### config.mk
export PLATFORM = sky130hd
export DESIGN_NAME = macro_text_value_parser
export DESIGN_NICKNAME = d
export VERILOG_FILES = /design/src/hw/rtl/mtvp_pkg.sv /design/src/hw/rtl/mtvp_fifo.sv /design/src/hw/rtl/mtvp_front.sv /design/src/hw/rtl/mtvp_back.sv /design/src/hw/rtl/macro_text_value_parser.sv
export SDC_FILE = /design/constraint.sdc
export NUM_CORES = 1
export LEC_CHECK = 0
export ABC_AREA = 1
export BUFFER_PORTS_ARGS = -buffer_cell sky130_fd_sc_hd__clkbuf_2
export CORE_MARGIN = 10
export CORE_UTILIZATION = 56
export CTS_CLUSTER_SIZE = 28
export DETAILED_ROUTE_END_ITERATION = 7
export PLACE_DENSITY = 0.83
export SYNTH_ARGS = -nofsm -noshare
export SYNTH_HDL_FRONTEND = slang
export SYNTH_SLANG_ARGS = --single-unit
### constraint.sdc
create_clock -name i_clk -period 5.15 [get_ports i_clk]
set_input_delay 0.2575 -clock i_clk [delete_from_list [all_inputs] [get_ports i_clk]]
set_output_delay 0.2575 -clock i_clk [all_outputs]
set_load 0.01 [all_outputs]
### src/hw/rtl/mtvp_pkg.sv
package mtvp_pkg;

    // Entry list limit and the mark that stands for "no position recorded".
    localparam logic [7:0] MAX_ENTRIES = 8'd255;
    localparam logic [7:0] NO_MARK     = 8'd255;

    // Saturation limit of the decimal accumulator and the flip mask.
    localparam logic [30:0] MAG_SAT  = 31'h7FFF_FFFF;
    localparam logic [31:0] FLIP_BIT = 32'h4000_0000;

    // Character codes that the parser recognises.
    localparam logic [7:0] CH_ZERO  = 8'h30;
    localparam logic [7:0] CH_NINE  = 8'h39;
    localparam logic [7:0] CH_MINUS = 8'h2D;
    localparam logic [7:0] CH_AT    = 8'h40;
    localparam logic [7:0] CH_SPACE = 8'h20;
    localparam logic [7:0] CH_BAR   = 8'h7C;
    localparam logic [7:0] CH_SLASH = 8'h2F;

    // Configuration register indexes (word address bits).
    localparam logic [1:0] REG_MIN_VALUE   = 2'd0;
    localparam logic [1:0] REG_MAX_VALUE   = 2'd1;
    localparam logic [1:0] REG_FLIP_ENABLE = 2'd2;

    // Result kinds.
    localparam logic KIND_ENTRY   = 1'b0;
    localparam logic KIND_SUMMARY = 1'b1;

    // Depth of the queue between the front and back parts.
    localparam int FIFO_DEPTH = 4;
    localparam int FIFO_AW    = $clog2(FIFO_DEPTH);

    // Configuration register values as seen by the datapath.
    typedef struct packed {
        logic [31:0] min_value;
        logic [31:0] max_value;
        logic        flip_enable;
    } t_cfg;

    // Work for the back part caused by one accepted item: at most one
    // number followed by at most one summary.
    typedef struct packed {
        logic        has_num;
        logic        neg;
        logic [30:0] mag;
        logic        flip;
        logic [7:0]  idx;
        logic        has_sum;
        logic [7:0]  cnt;
        logic [7:0]  loop_pos;
        logic [7:0]  rel_pos;
    } t_rec;

endpackage

### src/hw/rtl/mtvp_fifo.sv
module mtvp_fifo (
    input  logic              i_clk,
    input  logic              i_rst_n,
    input  logic              i_push,
    input  mtvp_pkg::t_rec    i_data,
    input  logic              i_pop,
    output mtvp_pkg::t_rec    o_head,
    output logic              o_empty,
    output logic              o_full
);

    mtvp_pkg::t_rec                   r_mem [mtvp_pkg::FIFO_DEPTH];
    logic [mtvp_pkg::FIFO_AW-1:0]     r_wr_ptr;
    logic [mtvp_pkg::FIFO_AW-1:0]     r_rd_ptr;
    logic [mtvp_pkg::FIFO_AW:0]       r_level;
    logic [mtvp_pkg::FIFO_AW-1:0]     n_wr_ptr;
    logic [mtvp_pkg::FIFO_AW-1:0]     n_rd_ptr;
    logic [mtvp_pkg::FIFO_AW:0]       n_level;

    assign o_empty = (r_level == '0);
    assign o_full  = (r_level == (mtvp_pkg::FIFO_AW+1)'(mtvp_pkg::FIFO_DEPTH));
    assign o_head  = r_mem[r_rd_ptr];

    // Pointer and fill level updates; pointers wrap at the power-of-two depth.
    always_comb begin
        n_wr_ptr = r_wr_ptr;
        n_rd_ptr = r_rd_ptr;
        n_level  = r_level;
        if (i_push) begin
            n_wr_ptr = r_wr_ptr + 1'b1;
        end
        if (i_pop) begin
            n_rd_ptr = r_rd_ptr + 1'b1;
        end
        if (i_push && !i_pop) begin
            n_level = r_level + 1'b1;
        end else if (!i_push && i_pop) begin
            n_level = r_level - 1'b1;
        end
    end

    always_ff @(posedge i_clk) begin
        if (!i_rst_n) begin
            r_wr_ptr <= '0;
            r_rd_ptr <= '0;
            r_level  <= '0;
        end else begin
            r_wr_ptr <= n_wr_ptr;
            r_rd_ptr <= n_rd_ptr;
            r_level  <= n_level;
        end
    end

    // Storage needs no reset: an entry is read only after it is written.
    always_ff @(posedge i_clk) begin
        if (i_push) begin
            r_mem[r_wr_ptr] <= i_data;
        end
    end

endmodule

### src/hw/rtl/mtvp_front.sv
module mtvp_front (
    input  logic              i_clk,
    input  logic              i_rst_n,
    input  mtvp_pkg::t_cfg    i_cfg,
    input  logic              i_valid,
    output logic              o_ready,
    input  logic [7:0]        i_char_code,
    input  logic              i_char_valid,
    input  logic              i_end_of_text,
    input  logic              i_full,
    output logic              o_push,
    output mtvp_pkg::t_rec    o_rec
);

    logic [30:0] r_mag;
    logic        r_neg;
    logic        r_has;
    logic        r_flip;
    logic [7:0]  r_count;
    logic [7:0]  r_loop;
    logic [7:0]  r_rel;

    logic [30:0] n_mag;
    logic        n_neg;
    logic        n_has;
    logic        n_flip;
    logic [7:0]  n_count;
    logic [7:0]  n_loop;
    logic [7:0]  n_rel;

    logic        accept;
    logic        take_char;
    logic        is_digit;
    logic        is_delim;
    logic [34:0] mac;
    logic [30:0] mag_sat;
    mtvp_pkg::t_rec rec;

    assign o_ready = !i_full;
    assign accept  = i_valid && !i_full;

    // Decimal accumulate: magnitude times ten plus the digit, saturated.
    // The low nibble of an ASCII digit is its value.
    assign mac     = {1'b0, r_mag, 3'b0} + {3'b0, r_mag, 1'b0} + {31'b0, i_char_code[3:0]};
    assign mag_sat = (mac > {4'b0, mtvp_pkg::MAG_SAT}) ? mtvp_pkg::MAG_SAT : mac[30:0];

    assign take_char = i_char_valid && (r_count < mtvp_pkg::MAX_ENTRIES);
    assign is_digit  = i_char_code inside {[mtvp_pkg::CH_ZERO:mtvp_pkg::CH_NINE]};
    assign is_delim  = (i_char_code == mtvp_pkg::CH_SPACE) ||
                       (i_char_code == mtvp_pkg::CH_BAR) ||
                       (i_char_code == mtvp_pkg::CH_SLASH);

    // Classify the character, then apply the end-of-text flush and summary.
    always_comb begin
        n_mag   = r_mag;
        n_neg   = r_neg;
        n_has   = r_has;
        n_flip  = r_flip;
        n_count = r_count;
        n_loop  = r_loop;
        n_rel   = r_rel;
        rec     = '0;

        if (take_char) begin
            if (is_digit) begin
                n_mag = mag_sat;
                n_has = 1'b1;
            end else if (i_char_code == mtvp_pkg::CH_MINUS) begin
                if (!r_has) begin
                    n_has = 1'b1;
                    n_neg = 1'b1;
                end
            end else if (i_char_code == mtvp_pkg::CH_AT) begin
                if (i_cfg.flip_enable) begin
                    n_flip = 1'b1;
                end
            end else if (is_delim) begin
                if (r_has) begin
                    rec.has_num = 1'b1;
                    rec.neg     = r_neg;
                    rec.mag     = r_mag;
                    rec.flip    = r_flip;
                    rec.idx     = r_count;
                    n_count     = r_count + 1'b1;
                    n_mag       = '0;
                    n_neg       = 1'b0;
                    n_has       = 1'b0;
                    n_flip      = 1'b0;
                end
                if ((i_char_code == mtvp_pkg::CH_BAR) && (r_loop == mtvp_pkg::NO_MARK)) begin
                    n_loop = n_count;
                end
                if ((i_char_code == mtvp_pkg::CH_SLASH) && (r_rel == mtvp_pkg::NO_MARK)) begin
                    n_rel = n_count;
                end
            end
        end

        if (i_end_of_text) begin
            rec.has_sum  = 1'b1;
            rec.cnt      = n_count;
            rec.loop_pos = n_loop;
            rec.rel_pos  = n_rel;
            if (n_has && (n_count < mtvp_pkg::MAX_ENTRIES)) begin
                rec.has_num = 1'b1;
                rec.neg     = n_neg;
                rec.mag     = n_mag;
                rec.flip    = n_flip;
                rec.idx     = n_count;
                rec.cnt     = n_count + 1'b1;
            end
            n_mag   = '0;
            n_neg   = 1'b0;
            n_has   = 1'b0;
            n_flip  = 1'b0;
            n_count = '0;
            n_loop  = mtvp_pkg::NO_MARK;
            n_rel   = mtvp_pkg::NO_MARK;
        end
    end

    assign o_push = accept && (rec.has_num || rec.has_sum);
    assign o_rec  = rec;

    // Parser state advances only on an input transfer.
    always_ff @(posedge i_clk) begin
        if (!i_rst_n) begin
            r_mag   <= '0;
            r_neg   <= 1'b0;
            r_has   <= 1'b0;
            r_flip  <= 1'b0;
            r_count <= '0;
            r_loop  <= mtvp_pkg::NO_MARK;
            r_rel   <= mtvp_pkg::NO_MARK;
        end else if (accept) begin
            r_mag   <= n_mag;
            r_neg   <= n_neg;
            r_has   <= n_has;
            r_flip  <= n_flip;
            r_count <= n_count;
            r_loop  <= n_loop;
            r_rel   <= n_rel;
        end
    end

endmodule

### src/hw/rtl/mtvp_back.sv
module mtvp_back (
    input  logic              i_clk,
    input  logic              i_rst_n,
    input  mtvp_pkg::t_cfg    i_cfg,
    input  logic              i_empty,
    input  mtvp_pkg::t_rec    i_head,
    output logic              o_pop,
    output logic              o_valid,
    input  logic              i_ready,
    output logic              o_kind,
    output logic [7:0]        o_entry_index,
    output logic [31:0]       o_entry_value,
    output logic [7:0]        o_entry_count,
    output logic [7:0]        o_loop_position,
    output logic [7:0]        o_release_position,
    output logic              o_final_result
);

    logic              r_valid;
    logic              r_num_done;
    logic              r_kind;
    logic [7:0]        r_idx;
    logic [31:0]       r_value;
    logic [7:0]        r_cnt;
    logic [7:0]        r_loop;
    logic [7:0]        r_rel;
    logic              r_final;

    logic              load;
    logic              emit_num;
    logic signed [31:0] raw;
    logic signed [31:0] lo_clamped;
    logic signed [31:0] clamped;
    logic [31:0]       num_value;

    // The output register is free when empty or when its result is taken.
    assign load     = !r_valid || i_ready;
    assign emit_num = i_head.has_num && !r_num_done;

    // Signed value, clamp to the bounds (upper bound wins), optional flip.
    assign raw        = i_head.neg ? -$signed({1'b0, i_head.mag}) : $signed({1'b0, i_head.mag});
    assign lo_clamped = (raw < $signed(i_cfg.min_value)) ? $signed(i_cfg.min_value) : raw;
    assign clamped    = (lo_clamped > $signed(i_cfg.max_value)) ?
                        $signed(i_cfg.max_value) : lo_clamped;
    assign num_value  = i_head.flip ? (clamped ^ mtvp_pkg::FLIP_BIT) : clamped;

    // A record leaves the queue once its last result is loaded.
    assign o_pop = load && !i_empty && !(emit_num && i_head.has_sum);

    always_ff @(posedge i_clk) begin
        if (!i_rst_n) begin
            r_valid    <= 1'b0;
            r_num_done <= 1'b0;
        end else if (load) begin
            r_valid <= !i_empty;
            if (!i_empty) begin
                r_num_done <= emit_num && i_head.has_sum;
            end
        end
    end

    // Result payload.
    always_ff @(posedge i_clk) begin
        if (load && !i_empty) begin
            if (emit_num) begin
                r_kind  <= mtvp_pkg::KIND_ENTRY;
                r_idx   <= i_head.idx;
                r_value <= num_value;
                r_cnt   <= '0;
                r_loop  <= '0;
                r_rel   <= '0;
                r_final <= !i_head.has_sum;
            end else begin
                r_kind  <= mtvp_pkg::KIND_SUMMARY;
                r_idx   <= '0;
                r_value <= '0;
                r_cnt   <= i_head.cnt;
                r_loop  <= i_head.loop_pos;
                r_rel   <= i_head.rel_pos;
                r_final <= 1'b1;
            end
        end
    end

    assign o_valid            = r_valid;
    assign o_kind             = r_kind;
    assign o_entry_index      = r_idx;
    assign o_entry_value      = r_value;
    assign o_entry_count      = r_cnt;
    assign o_loop_position    = r_loop;
    assign o_release_position = r_rel;
    assign o_final_result     = r_final;

endmodule

### src/hw/rtl/macro_text_value_parser.sv
// Channel  Direction  Handshake           Payload
// input    in         i_valid / o_ready   i_char_code, i_char_valid, i_end_of_text
// result   out        o_valid / i_ready   o_kind, o_entry_index, o_entry_value,
//                                         o_entry_count, o_loop_position,
//                                         o_release_position, o_final_result
// config   in         psel/penable/pwrite paddr, pwdata, prdata, pready
//
// One input item is taken per cycle while the queue has room. Any record that it makes is
// written into the queue and then loaded into the output register, where its first result is presented.
// Results leave at one per cycle while i_ready is high, so an end item that flushes a number
// holds the output for both its entry and its summary; the four-entry queue between parser
// and output absorbs this. o_ready falls only while that queue is full, which output stalls
// or a run of end items that each flush a number cause.
// Reset is synchronous and active low and returns parser and registers to defaults.
module macro_text_value_parser (
    input  logic        i_clk,
    input  logic        i_rst_n,
    input  logic        psel,
    input  logic        penable,
    input  logic        pwrite,
    input  logic [3:0]  paddr,
    input  logic [31:0] pwdata,
    output logic [31:0] prdata,
    output logic        pready,
    input  logic        i_valid,
    output logic        o_ready,
    input  logic [7:0]  i_char_code,
    input  logic        i_char_valid,
    input  logic        i_end_of_text,
    output logic        o_valid,
    input  logic        i_ready,
    output logic        o_kind,
    output logic [7:0]  o_entry_index,
    output logic signed [31:0] o_entry_value,
    output logic [7:0]  o_entry_count,
    output logic [7:0]  o_loop_position,
    output logic [7:0]  o_release_position,
    output logic        o_final_result
);

    mtvp_pkg::t_cfg r_cfg;
    mtvp_pkg::t_rec push_rec;
    mtvp_pkg::t_rec head_rec;
    logic           push;
    logic           pop;
    logic           q_empty;
    logic           q_full;
    logic           cfg_wr;
    logic [31:0]    entry_value;

    // Configuration registers, written on the access phase of a write transfer.
    assign pready = 1'b1;
    assign cfg_wr = psel && penable && pwrite;

    always_ff @(posedge i_clk) begin
        if (!i_rst_n) begin
            r_cfg.min_value   <= 32'h8000_0000;
            r_cfg.max_value   <= 32'h7FFF_FFFF;
            r_cfg.flip_enable <= 1'b0;
        end else if (cfg_wr) begin
            case (paddr[3:2])
                mtvp_pkg::REG_MIN_VALUE:   r_cfg.min_value   <= pwdata;
                mtvp_pkg::REG_MAX_VALUE:   r_cfg.max_value   <= pwdata;
                mtvp_pkg::REG_FLIP_ENABLE: r_cfg.flip_enable <= pwdata[0];
                default: begin
                end
            endcase
        end
    end

    // Register read-back.
    always_comb begin
        case (paddr[3:2])
            mtvp_pkg::REG_MIN_VALUE:   prdata = r_cfg.min_value;
            mtvp_pkg::REG_MAX_VALUE:   prdata = r_cfg.max_value;
            mtvp_pkg::REG_FLIP_ENABLE: prdata = {31'b0, r_cfg.flip_enable};
            default:                   prdata = '0;
        endcase
    end

    mtvp_front u_front (
        .i_clk         (i_clk),
        .i_rst_n       (i_rst_n),
        .i_cfg         (r_cfg),
        .i_valid       (i_valid),
        .o_ready       (o_ready),
        .i_char_code   (i_char_code),
        .i_char_valid  (i_char_valid),
        .i_end_of_text (i_end_of_text),
        .i_full        (q_full),
        .o_push        (push),
        .o_rec         (push_rec)
    );

    mtvp_fifo u_fifo (
        .i_clk   (i_clk),
        .i_rst_n (i_rst_n),
        .i_push  (push),
        .i_data  (push_rec),
        .i_pop   (pop),
        .o_head  (head_rec),
        .o_empty (q_empty),
        .o_full  (q_full)
    );

    mtvp_back u_back (
        .i_clk              (i_clk),
        .i_rst_n            (i_rst_n),
        .i_cfg              (r_cfg),
        .i_empty            (q_empty),
        .i_head             (head_rec),
        .o_pop              (pop),
        .o_valid            (o_valid),
        .i_ready            (i_ready),
        .o_kind             (o_kind),
        .o_entry_index      (o_entry_index),
        .o_entry_value      (entry_value),
        .o_entry_count      (o_entry_count),
        .o_loop_position    (o_loop_position),
        .o_release_position (o_release_position),
        .o_final_result     (o_final_result)
    );

    assign o_entry_value = $signed(entry_value);

endmodule

# [Yosys cells after proc, flatten, opt, wreduce, memory -nomap -nowiden]
# Memory sizes are Yosys's and may differ from the RTL's. A register that Yosys moved wholly into a read port is not among the register bits.
# Cells that the tools add are included.
[op_classes] n_addsub=9 order_cmp=7 n_eq_ne=10 mux=72 bitwise_logic=2 n_reduce_logical=34
[ops] op="42-bit 2-to-1 mux" n=7
[ops] op="31-bit 2-to-1 mux" n=9
[ops] op="8-bit 2-to-1 mux" n=22
[ops] op="32-bit 2-to-1 mux" n=3
[ops] op="32-bit one-hot mux with 3 select lines" n=1
[ops] op="67-bit 2-to-1 mux" n=1
[ops] op="34-bit by 32-bit adder with 35-bit output" n=1
[ops] op="35-bit by 4-bit adder with 35-bit output" n=1
[ops] op="35-bit by 31-bit > comparator with 1-bit output (second input constant)" n=1
[ops] op="32-bit > comparator" n=1
[ops] op="32-bit < comparator" n=1
[ops] op="31-bit negator with 32-bit output" n=1
[ops] op="1-bit 2-to-1 mux" n=25
[ops] op="8-bit by 6-bit == test with 1-bit output (second input constant)" n=3
[ops] op="8-bit by 1-bit adder with 8-bit output (second input constant)" n=2
[ops] op="8-bit by 7-bit == test with 1-bit output (second input constant)" n=2
[ops] op="8-bit == test (second input constant)" n=2
[ops] op="8-bit < comparator (second input constant)" n=2
[ops] op="1-bit logical AND" n=15
[ops] op="8-bit by 6-bit greater-or-equal comparator with 1-bit output (second input constant)" n=1
[ops] op="8-bit by 6-bit less-or-equal comparator with 1-bit output (second input constant)" n=1
[ops] op="1-bit logical NOT" n=8
[ops] op="2-bit AND reduction" n=4
[ops] op="3-bit 2-to-1 mux" n=2
[ops] op="other kinds (12)" n=18
[totals] ff_bits=198 mem_bits_rw=268 input_bits=53 output_inout_bits=101 wordCells=157 mem_count=1
[memory_table] name="u_fifo.r_mem" words=4 width=67 rd=1 rd_ports_with_merged_regs=1 write_ports=1 line="mtvp_fifo.sv:12" rtl="mtvp_pkg::t_rec r_mem [mtvp_pkg::FIFO_DEPTH];"

# [Longest topological paths before layout]
[depth] word_depth=18 ltp_mapped=49 ltp_nobuf=45

# [Cells and area by module]
# From an unflattened synthesis, not the netlist that was laid out.
[hier_totals] hier_cells=3349 area_unflattened_um2=26930.8
[by_module_without_submodules] mod="mtvp_fifo" n_inst=1 cells_per_inst=706 area_each_um2=10381.2 seq_area_each_um2=8227.9
[by_module_without_submodules] mod="mtvp_front" n_inst=1 cells_per_inst=1467 area_each_um2=7677.4 seq_area_each_um2=1161.1
[by_module_without_submodules] mod="mtvp_back" n_inst=1 cells_per_inst=772 area_each_um2=5941.9 seq_area_each_um2=2021.9
[by_module_without_submodules] mod="macro_text_value_parser" n_inst=1 cells_per_inst=404 area_each_um2=2930.3 seq_area_each_um2=1301.2

# [Worst setup path before layout]
# Ideal clock, no wire load.
[synth_timing] path_type="reg2reg" startpoint="register with a tool-made name" endpoint="register u_back.r_value[18], in the netlist u_back.o_entry_value[18], data pin" setup_ns=0.253 t_arrival_ns=5.359 required_time_ns=4.897 path_slack_ns=-0.462 path_stages_with_launch=39 n_path_buf=6 period_less_slack_ns=5.612 cell_sequence="dfxtp_1 buf_6 buf_6 buf_6 nor2_1 o22a_1 ha_1 nand2_1 nor2_1 nand4_1 nor2_2 nand3_1 nand2_1 o21ai_1 xnor2_1 ha_1 nand2_1 nor4_1 (+3 left out) nand2_1 nand2_1 nand2_1 buf_2 o21ai_1 ha_1 nand4_1 nor3_1 nor4b_1 nand2_1 nand2_1 nand2_1 nand3_1 inv_1 buf_2 buf_2 o21bai_1 inv_1"
[synth_rtl] element="end signal, assigned" line="mtvp_back.sv:68" rtl="r_value <= num_value;"
[synth_rtl] element="end, declared" line="mtvp_back.sv:23" rtl="logic [31:0] r_value;"

==> flow_summary.toml <==
[routing]
remaining_drc_errors = 0
wl_met3_um = 7460
route.met2.wl_um = 34900
routed_wl_um = 72200
met1_length_um = 28100
routed_via_density = 5.92
first_pass_iters = 6
routedWlPerCell_um = 19.0
drtAntennaViolNets = 0
top_layer_used = "met4"
first_iter_violations = 2604
dr_total_vias = 22500

[global_route]
overflow = 0
grt_max_degree = 70
grt_first_pass_wirelength_um = 111000
grt_usage_pct = 25.2
grt_pass1_vias = 21400
antenna_found_initial = 0

[run]
maxCapViolations = 0

[synth]
ys.flop_type = "edfxtp_1"
synth_area_um2 = 24800
netlist_top_cells_area = "edfxtp_1 (40%), dfxtp_1 (11%), nand2_1 (9.9%)"
synth_cells = 2852
yosysTopAreaCellShare_pct = 40.4
syn_avg_cell_area_um2 = 8.71
synth_edf_count = 334
ys_ff_latch = 468
synth_cell_types = 57
synth_top_area_cell = "edfxtp_1"
yosys_warnings = 0
seq_area_frac_synth_pct = 51.2
syn_nets = 3041
async_flop_share_pct = 0

[setup_path]
cpPeakStageDelay_ns = 0.48
regToRegSetupSlack_ns = -0.73
end_kind = "flip-flop"
path_class = "reg2reg"
cp_max_fo = 12
path_common_cell = "nand2_1"
required_ns = 5.47
start_kind = "flip-flop"
r2r-end = "u_back.o_entry_value[9]"
cp_data_arrival_time_ns = 6.20
r2r_cells = 40
crit_slowest_cell = "dfxtp_4"

[power_and_ir_drop]
peakVddDrop_mv = 0.720
p_per_area_nw_per_um2 = 645
leakage_uw = 0.0133

[cts]
cts_tree = "done"
cts_root_buf = "clkbuf_16"
clk_pin_slew_ns = 0.07
cts_num_sinks = 468
h-tree-depth = 2
clkLatencyLatePin_ns = 0.58
cts_buffer_depth = 3
cts_buffers = 45

[sta]
finalWorstSetupSlack_ns = -0.729
setup_violations = 32
tightest_slew_ns = 1.30
finalHoldViolations = 0
clock_skew_ns = 0.0238
rsz0062_at_grt = "yes"
fmaxAchievable_mhz = 170
finalSetupTns_ns = -21.91
slew_viol_final = 0
layout_min_cycle_time_ns = 5.88
period_share_pct = 114
max-slew-margin-rel_pct = 13.3

[final_layout]
fin_nets = 3370
layout_common_cells = "nand2_1 (607), edfxtp_1 (334), inv_1 (265)"
fin_area_um2 = 30300
nFillCells = 3086
fin_util_pct = 68.7
antennaDiodeCount = 0
instances_no_fill = 3808
areaGrowthSynthToFinish_pct = 21.9
drive_gt1_share_pct = 19.1
final_common_cell = "nand2_1"

[floorplanning]
die_h_um = 231
rows = 77
die_x_um = 231
core_um2 = 44000
die-area_um2 = 53200
initial_core_util_pct = 56.4
ios = 154

[worst_hold_path]
min_path_type = "in2reg"
hp-start = "paddr[3]"
hold_path_end = "r_cfg[0]"
whs_path_depth = 4

[placement]
gp_congestion = 0.946
place_inst = 3651
dpl-instance-area_um2 = 27500
io_buffers = 150
place_hpwl_um = 47100
place_ws_ns = -0.704

[outcome]
status = "complete, but fails checks"
violations = "setup timing"
layout make-up:
type / instances / area [um^2] / area share (%)
flip-flops and latches: 468 / 12700 / 42.0
clock inverters: 27 / 270 / 0.893
multi-input cells: 1962 / 11000 / 36.5
inverters: 284 / 1090 / 3.61
clock buffers: 55 / 1160 / 3.85
repair buffers: 419 / 3230 / 10.7
repair inverters: 1 / 8.76 / 0.0289
well taps: 592 / 741 / 2.45
per-layer routing:
layer,vias to the layer above,global-route usage [%]
met5,-,0
met4,0,7.54
li1,10400,-
met1,10600,33.2
met3,154,4.29
met2,1311,42.2
stage by stage:
step	total power, uW	hold slack [ns]
floorplan	10300	0.356
global placement	13700	0.452
detailed placement	14100	0.460
CTS	17700	0.0592
global route	20600	0.144
finish	19500	0.145
critical path: cells and delay by family (launching register included):
kind                     cells  cell delay (ns)
adder cells (fa/ha/maj)      2             0.58
flip-flops                   1             0.48
buffers and inverters        9             1.01
AND/OR/NAND/NOR             27             3.25
AO/OA/AOI/OAI                2             0.26
timing repair:
item	in CTS	in global routing
setup buffers	18	14
endpoints found under the hold margin	43	0
resized for setup	44	121
endpoints found under the setup margin	32	32
pin swaps	15	46
hold buffers	32	0
gates cloned	0	12
registers in the layout (all words and copies together), names as in the netlist, 2 cells and up, named ones only:
name / count
u_back.o_entry_index: 8
u_back.o_loop_position: 8
u_fifo.r_mem: 268
u_fifo.r_rd_ptr: 2
u_front.r_mag: 31
r_cfg: 65
u_front.r_rel: 8
u_front.r_loop: 8
u_fifo.r_level: 3
u_back.o_entry_value: 32
u_back.o_release_position: 8
u_front.r_count: 8
u_back.o_entry_count: 8
u_fifo.r_wr_ptr: 2
kinds of logic (layout without fill, tap and decap cells):
kind of cell / count (synthesis) / after routing / synth area share [%]
simple gates: 1134 / 1134 / 18.9
xor+xnor: 40 / 40 / 1.41
buf+inv: 422 / 786 / 6.86
flops: 468 / 468 / 51.2
other cells: 1 / 1 / 0.0151
fa+ha+maj: 136 / 136 / 6.94
compound gates: 651 / 651 / 14.7
where the power goes:
group          switching, uW  internal, uW
sequential               173          4730
combinational           6260          5110
clock                   1430          1820
total                   7860         11700
cell usage after synthesis (all sizes together), types with 5 or more instances:
cell type,instances
nor3,19
nand3,194
clkbuf,87
nor2,224
o21a,5
edfxtp,334
a21o,6
o21ai,273
dfxtp,134
inv,284
buf,51
nand4,21
xor2,27
ha,133
nand2,656
o22ai,56
o21bai,29
a211o,5
xnor2,13
a21oi,213
a31oi,6
nor4,9
o211ai,40
how the worst max path moves through the flow:
stage,from,end,cells after the start
after floorplan,flip-flop,u_back.o_entry_value[27],40
after detailed placement,flip-flop,u_back.o_entry_value[9],37
after global placement,flip-flop,u_back.o_entry_value[30],41
after CTS,flip-flop,u_back.o_entry_value[1],33
after global routing,flip-flop,u_back.o_entry_value[15],42
final,flip-flop,u_back.o_entry_value[9],40
No activity file was read; power rests on OpenSTA's default activity.
